File: src/rtl/core/plia_pkg.sv
`timescale 1ns / 1ps
package plia_pkg;

  localparam int WORD_BITS_DEF     = 128;
  localparam int MAX_LANE_BITS_DEF = 16;
  localparam int CFG_W             = 5;
  localparam logic [CFG_W-1:0] LANE_WIDTH_RST = 5'd8;

  // register index, decoded from paddr[2]
  localparam logic REG_LANE_WIDTH = 1'b0;

  typedef enum logic [2:0] {
    CMD_ADD  = 3'd0,
    CMD_SUB  = 3'd1,
    CMD_MUL  = 3'd2,
    CMD_UDIV = 3'd3,
    CMD_UREM = 3'd4,
    CMD_POP  = 3'd5,
    CMD_CTZ  = 3'd6,
    CMD_CLZ  = 3'd7
  } cmd_t;

endpackage

File: src/rtl/core/plia_lane.sv
`timescale 1ns / 1ps
module plia_lane #(
  parameter int LB = plia_pkg::MAX_LANE_BITS_DEF,
  parameter int WW = $clog2(LB + 1)
) (
  input  logic             clk,
  input  logic             en,
  input  plia_pkg::cmd_t   cmd,
  input  logic [LB-1:0]    x,
  input  logic [LB-1:0]    y,
  input  logic [WW-1:0]    w,
  output logic [LB-1:0]    res
);

  plia_pkg::cmd_t c0;
  logic [LB-1:0]  x0;
  logic [LB-1:0]  y0;

  always_ff @(posedge clk) begin
    if (en) begin
      c0 <= cmd;
      x0 <= x;
      y0 <= y;
    end
  end

  logic [LB-1:0]   mask;
  logic [LB-1:0]   simple;
  logic [2*LB-1:0] prod;
  logic [WW-1:0]   pop;
  logic [WW-1:0]   tz;
  logic [WW-1:0]   lz;
  logic            seen;

  always_comb begin
    for (int k = 0; k < LB; k++) begin
      mask[k] = (WW'(k) < w);
    end
    prod = {{LB{1'b0}}, x0} * {{LB{1'b0}}, y0};
    pop = '0;
    for (int k = 0; k < LB; k++) begin
      pop = pop + WW'(x0[k]);
    end
    tz   = WW'(LB);
    seen = 1'b0;
    for (int k = 0; k < LB; k++) begin
      if (!seen && x0[k]) begin
        tz   = WW'(k);
        seen = 1'b1;
      end
    end
    if (x0 == '0) begin
      tz = w;
    end
    lz   = WW'(LB);
    seen = 1'b0;
    for (int k = LB - 1; k >= 0; k--) begin
      if (!seen && x0[k]) begin
        lz   = WW'(LB - 1 - k);
        seen = 1'b1;
      end
    end
    // zero-extended lane: drop the leading pad bits
    lz = lz - (WW'(LB) - w);
    unique case (c0)
      plia_pkg::CMD_ADD: simple = (x0 + y0) & mask;
      plia_pkg::CMD_SUB: simple = (x0 - y0) & mask;
      plia_pkg::CMD_MUL: simple = prod[LB-1:0] & mask;
      plia_pkg::CMD_POP: simple = LB'(pop);
      plia_pkg::CMD_CTZ: simple = LB'(tz);
      plia_pkg::CMD_CLZ: simple = LB'(lz);
      default:           simple = '0;
    endcase
  end

  // restoring divider, one quotient bit per stage
  logic [LB-1:0]  rm [LB];
  logic [LB-1:0]  qt [LB];
  logic [LB-1:0]  dv [LB];
  plia_pkg::cmd_t cs [LB];
  logic [LB-1:0]  sm [LB];

  for (genvar s = 0; s < LB; s++) begin : g_div
    logic [LB-1:0]  r_in;
    logic [LB-1:0]  q_in;
    logic [LB-1:0]  d_in;
    plia_pkg::cmd_t c_in;
    logic [LB-1:0]  s_in;
    logic [LB:0]    t;
    logic           ge;

    if (s == 0) begin : g_first
      assign r_in = '0;
      assign q_in = x0;
      assign d_in = y0;
      assign c_in = c0;
      assign s_in = simple;
    end else begin : g_next
      assign r_in = rm[s-1];
      assign q_in = qt[s-1];
      assign d_in = dv[s-1];
      assign c_in = cs[s-1];
      assign s_in = sm[s-1];
    end

    assign t  = {r_in, q_in[LB-1]};
    assign ge = (t >= {1'b0, d_in});

    always_ff @(posedge clk) begin
      if (en) begin
        rm[s] <= ge ? LB'(t - {1'b0, d_in}) : t[LB-1:0];
        qt[s] <= {q_in[LB-2:0], ge};
        dv[s] <= d_in;
        cs[s] <= c_in;
        sm[s] <= s_in;
      end
    end
  end

  always_comb begin
    unique case (cs[LB-1])
      plia_pkg::CMD_UDIV: res = qt[LB-1] & mask;
      plia_pkg::CMD_UREM: res = rm[LB-1];
      default:            res = sm[LB-1];
    endcase
  end

endmodule

File: config.mk
export PLATFORM = sky130hd
export DESIGN_NAME = plia_lane
export DESIGN_NICKNAME = d
export VERILOG_FILES = /design/src/rtl/core/plia_pkg.sv /design/src/rtl/core/plia_lane.sv
export SDC_FILE = /design/constraint.sdc
export NUM_CORES = 2
export LEC_CHECK = 0
export BUFFER_PORTS_ARGS = -buffer_cell sky130_fd_sc_hd__buf_2
export CORE_ASPECT_RATIO = 1.2
export CORE_UTILIZATION = 50
export CTS_CLUSTER_SIZE = 14
export DETAILED_ROUTE_END_ITERATION = 8
export HOLD_SLACK_MARGIN = 0.1
export PLACE_DENSITY = 0.69
export SYNTH_ARGS = -nofsm -noshare
export SYNTH_HDL_FRONTEND = slang
export SYNTH_SLANG_ARGS = --single-unit
File: constraint.sdc
create_clock -name clk -period 8.65 [get_ports clk]
set_input_delay 2.595 -clock clk [delete_from_list [all_inputs] [get_ports clk]]
set_output_delay 2.595 -clock clk [all_outputs]
set_load 0.02 [all_outputs]
==> results.md <==
* Syn_nets at 4503
* Layout area overhead at 10.0%
* DRC violations left at 0
* Largest net degree at the start of global routing at 185
* RSZ-0062 raised after global routing: false
* Relative slew slack at 22.5%
* DPL Wire Length at 75300 microns
* Gpl congestion at 0.912
* Die Wd at 303 microns
* Routed len/inst at 18.6 microns
* CTS tree: yes
* Port Buf Inserts at 57
* Post-CTS resize count at 0
* Max Root-Sink Buffers at 3
* Layout fillers at 8675
* CTS Buf Count at 107
* CTS clk-pin slew, worst paths at 0.06 ns
* Final ANT Viol Nets at 0
* Post-synth ARST share at 0%
* Hold Worst Slack at 0.396 ns
* Worst Setup End Kind: output pin
* Final Hold Fails at 0
* Seq/Total Area, Yosys at 60.4%
* Critical path arrival at 4.33 ns
* Hold-fix buffers, CTS at 0
* CTS sink count at 1091
* Root buf cell: clkbuf_16
* Postcts setup bufs at 0
* Leak pwr at 23.4 nW
* Post-synth EDFFs at 1091
* Synth warnings at 0
* Required @ worst endpoint at 6.06 ns
* Final period util at 80.0%
* Die area at 0.110 sq mm
* Worst hold path type: flip-flop to flip-flop
* Startpoint types: primary input
* Tot GR Track Use at 19.1%
* Post-route cell area at 0.0597 sq mm
* Mapped Area at 0.0542 sq mm
* Status: completed
* H-tree Lvls at 3
* Core box area at 0.108 sq mm
* Vias at 31.4k
* Dpl cells at 5439
* Peak supply drop at 0.280 mV
* Worst skew pair latency at 0.70 ns
* Crit Path Max Fanout at 11
* Skew final at 0.0382 ns
* Synthesized flop and latch total at 1091
* Power Total at 19.5 mW
* Final Slew Violations at 0
* Die height at 363 microns
* GRT overflow at 0
* Antenna violations before repair at 0
* Top FF cell, synth: edfxtp_1
* Crit Path Class: primary input to output pin
* Finish-stage setup viols at 0
* Maximum clock frequency at 0.144 GHz
* Min cycle time layout at 6.92 ns
* Post-synthesis cell type count at 73
* Post-layout instance count excluding filler cells at 5634
* DRT iter0 DRCs at 2083
* Syn avg cell area at 13.5 sq um
* Slew at the pin closest to its max-slew limit at 1.16 ns
* WL final at 105000 microns
* Synth Instances at 4030
* Starting density of the core at 50.4%
* P per Cell Area at 326 mW/mm^2
* I/O Pins at 58
* 1st-pass router iterations at 5
* NumNets Final at 4614
* MaxCap Viol Count at 0
* Number of global-route vias before repair at 31.8k
* Row cnt at 132
* Placed inst area at 0.0562 sq mm
* First-pass GRT wire length at 164000 microns
* N_diodes at 0
* Vias per cell at 5.57
* Share of cells above drive strength 1 at 10.7%
* TNS Setup at 0 ns
-- state kept, by name, summed over array words and instances, names as in the netlist --
signal	count
qt	256
rm	256
sm	256
dv	240
cs	48
g_div.d_in	16
g_div.q_in	16
c0	3
-- power by group --
part | leakage, nW | switching [mW] | internal (mW) | total (mW)
sequential | 10.7 | 0.427 | 6.96 | 7.39
combinational | 11.0 | 4.09 | 3.40 | 7.49
clock | 1.68 | 1.93 | 2.65 | 4.58
total | 23.4 | 6.45 | 13.0 | 19.5
-- cell type report --
| type | count | area [sq um] | share of cell area (%) |
|---|---|---|---|
| tap | 1407 | 1760 | 2.95 |
| clock buffer | 137 | 2830 | 4.75 |
| inverter | 448 | 1680 | 2.82 |
| multi-input combinational | 2413 | 19500 | 32.6 |
| sequential | 1091 | 32800 | 54.9 |
| timing repair buffer | 80 | 531 | 0.889 |
| clock inverter | 58 | 642 | 1.08 |
-- cell usage in the layout, fill, tap and decap left out, types with 18 or more instances in the layout --
master	instances
xnor2_1	161
a211oi_1	40
ha_1	324
or3_1	34
nor3_1	82
nand4_1	60
o31ai_1	24
and2_1	54
buf_4	18
o21ai_0	106
xor2_1	39
o21a_1	70
clkbuf_1	28
nand2_1	210
fa_1	107
nor4_1	47
a21o_1	60
nor2b_1	50
a21boi_0	18
inv_1	445
mux2_2	174
a21oi_1	200
nand2b_1	44
nor2_1	174
or2_2	26
o21bai_1	26
o31a_1	32
edfxtp_1	1091
buf_2	56
clkinv_1	20
nand3_1	35
mux2i_1	48
clkbuf_16	109
-- routing by layer --
layer / vias to the layer above / global-route usage (%) / share of wire, %
met5: - / 0 / 0
li1: 15100 / - / -
met4: 0 / 9.34 / 4.8
met2: 735 / 34.1 / 51
met1: 15300 / 21.9 / 39
met3: 254 / 3.46 / 5.2
-- critical path, stage by stage --
cell and delay [ns]:
buf_2 0.23, or2_2 0.37, a31oi_1 0.45, nor2_1 0.21
a221o_1 0.30, buf_2 0.16
-- kinds of logic after synthesis --
family                   Yosys count  share of synthesized area, %
XOR/XNOR                         200                          3.23
AO/OA/AOI/OAI                    705                          8.75
buffers and inverters            526                          3.72
multiplexers                     229                          4.69
adder cells (fa/ha/maj)          431                          11.4
flip-flops                      1091                          60.4
AND/OR/NAND/NOR                  848                          7.78
-- through the flow --
| stage | setup WS (ns) | utilization, % |
|---|---|---|
| floorplan | 2.25 | - |
| global placement | 1.82 | 52.2 |
| detailed placement | 1.79 | 52.2 |
| CTS | 1.78 | 55.4 |
| global route | 1.51 | 55.4 |
| finish | 1.73 | 55.4 |
-- cell usage after synthesis (all sizes together) (6+ instances only) --
cell	n	area [sq um]
a21o	60	450
edfxtp	1091	32800
buf	24	135
inv	447	1680
and3	15	93.8
nand3	35	175
nor2	174	653
clkbuf	54	203
a311o	8	80.1
mux2i	48	480
a21oi	200	1000
a32oi	13	114
nor4	47	294
xnor2	161	1410
nor2b	50	313
a31oi	18	138
or3	34	213
o31ai	26	205
or2	26	163
o31a	32	280
o21a	71	534
nand2b	44	275
a2111oi	10	106
or4	6	45.0
nand4	60	375
o21ai	108	544
fa	107	2140
a21boi	18	135
o211a	10	100
mux2	181	2060
o221ai	9	78.8
nor3	83	415
and2	54	338
a311oi	7	61.3
nand2	210	788
a211oi	40	300
o211ai	11	82.6
o21bai	26	195
ha	324	4050
xor2	39	342
-- path summary, 6_finish.rpt --
| path | cells after the start | slack [ns] | from | endpoint |
|---|---|---|---|---|
| min | 0 | 0.40 | qt[1][100]$_DFFE_PP_ | qt[1][117]$_DFFE_PP_ |
| max | 6 | 1.73 | w[1] | res[12] |
| max reg2reg | 19 | 1.81 | g_div[0].d_in[1]$_DFFE_PP_ | sm[0][12]$_DFFE_PP_ |
| min reg2reg | 0 | 0.40 | qt[1][100]$_DFFE_PP_ | qt[1][117]$_DFFE_PP_ |
No activity file was read; power rests on OpenSTA's default activity.
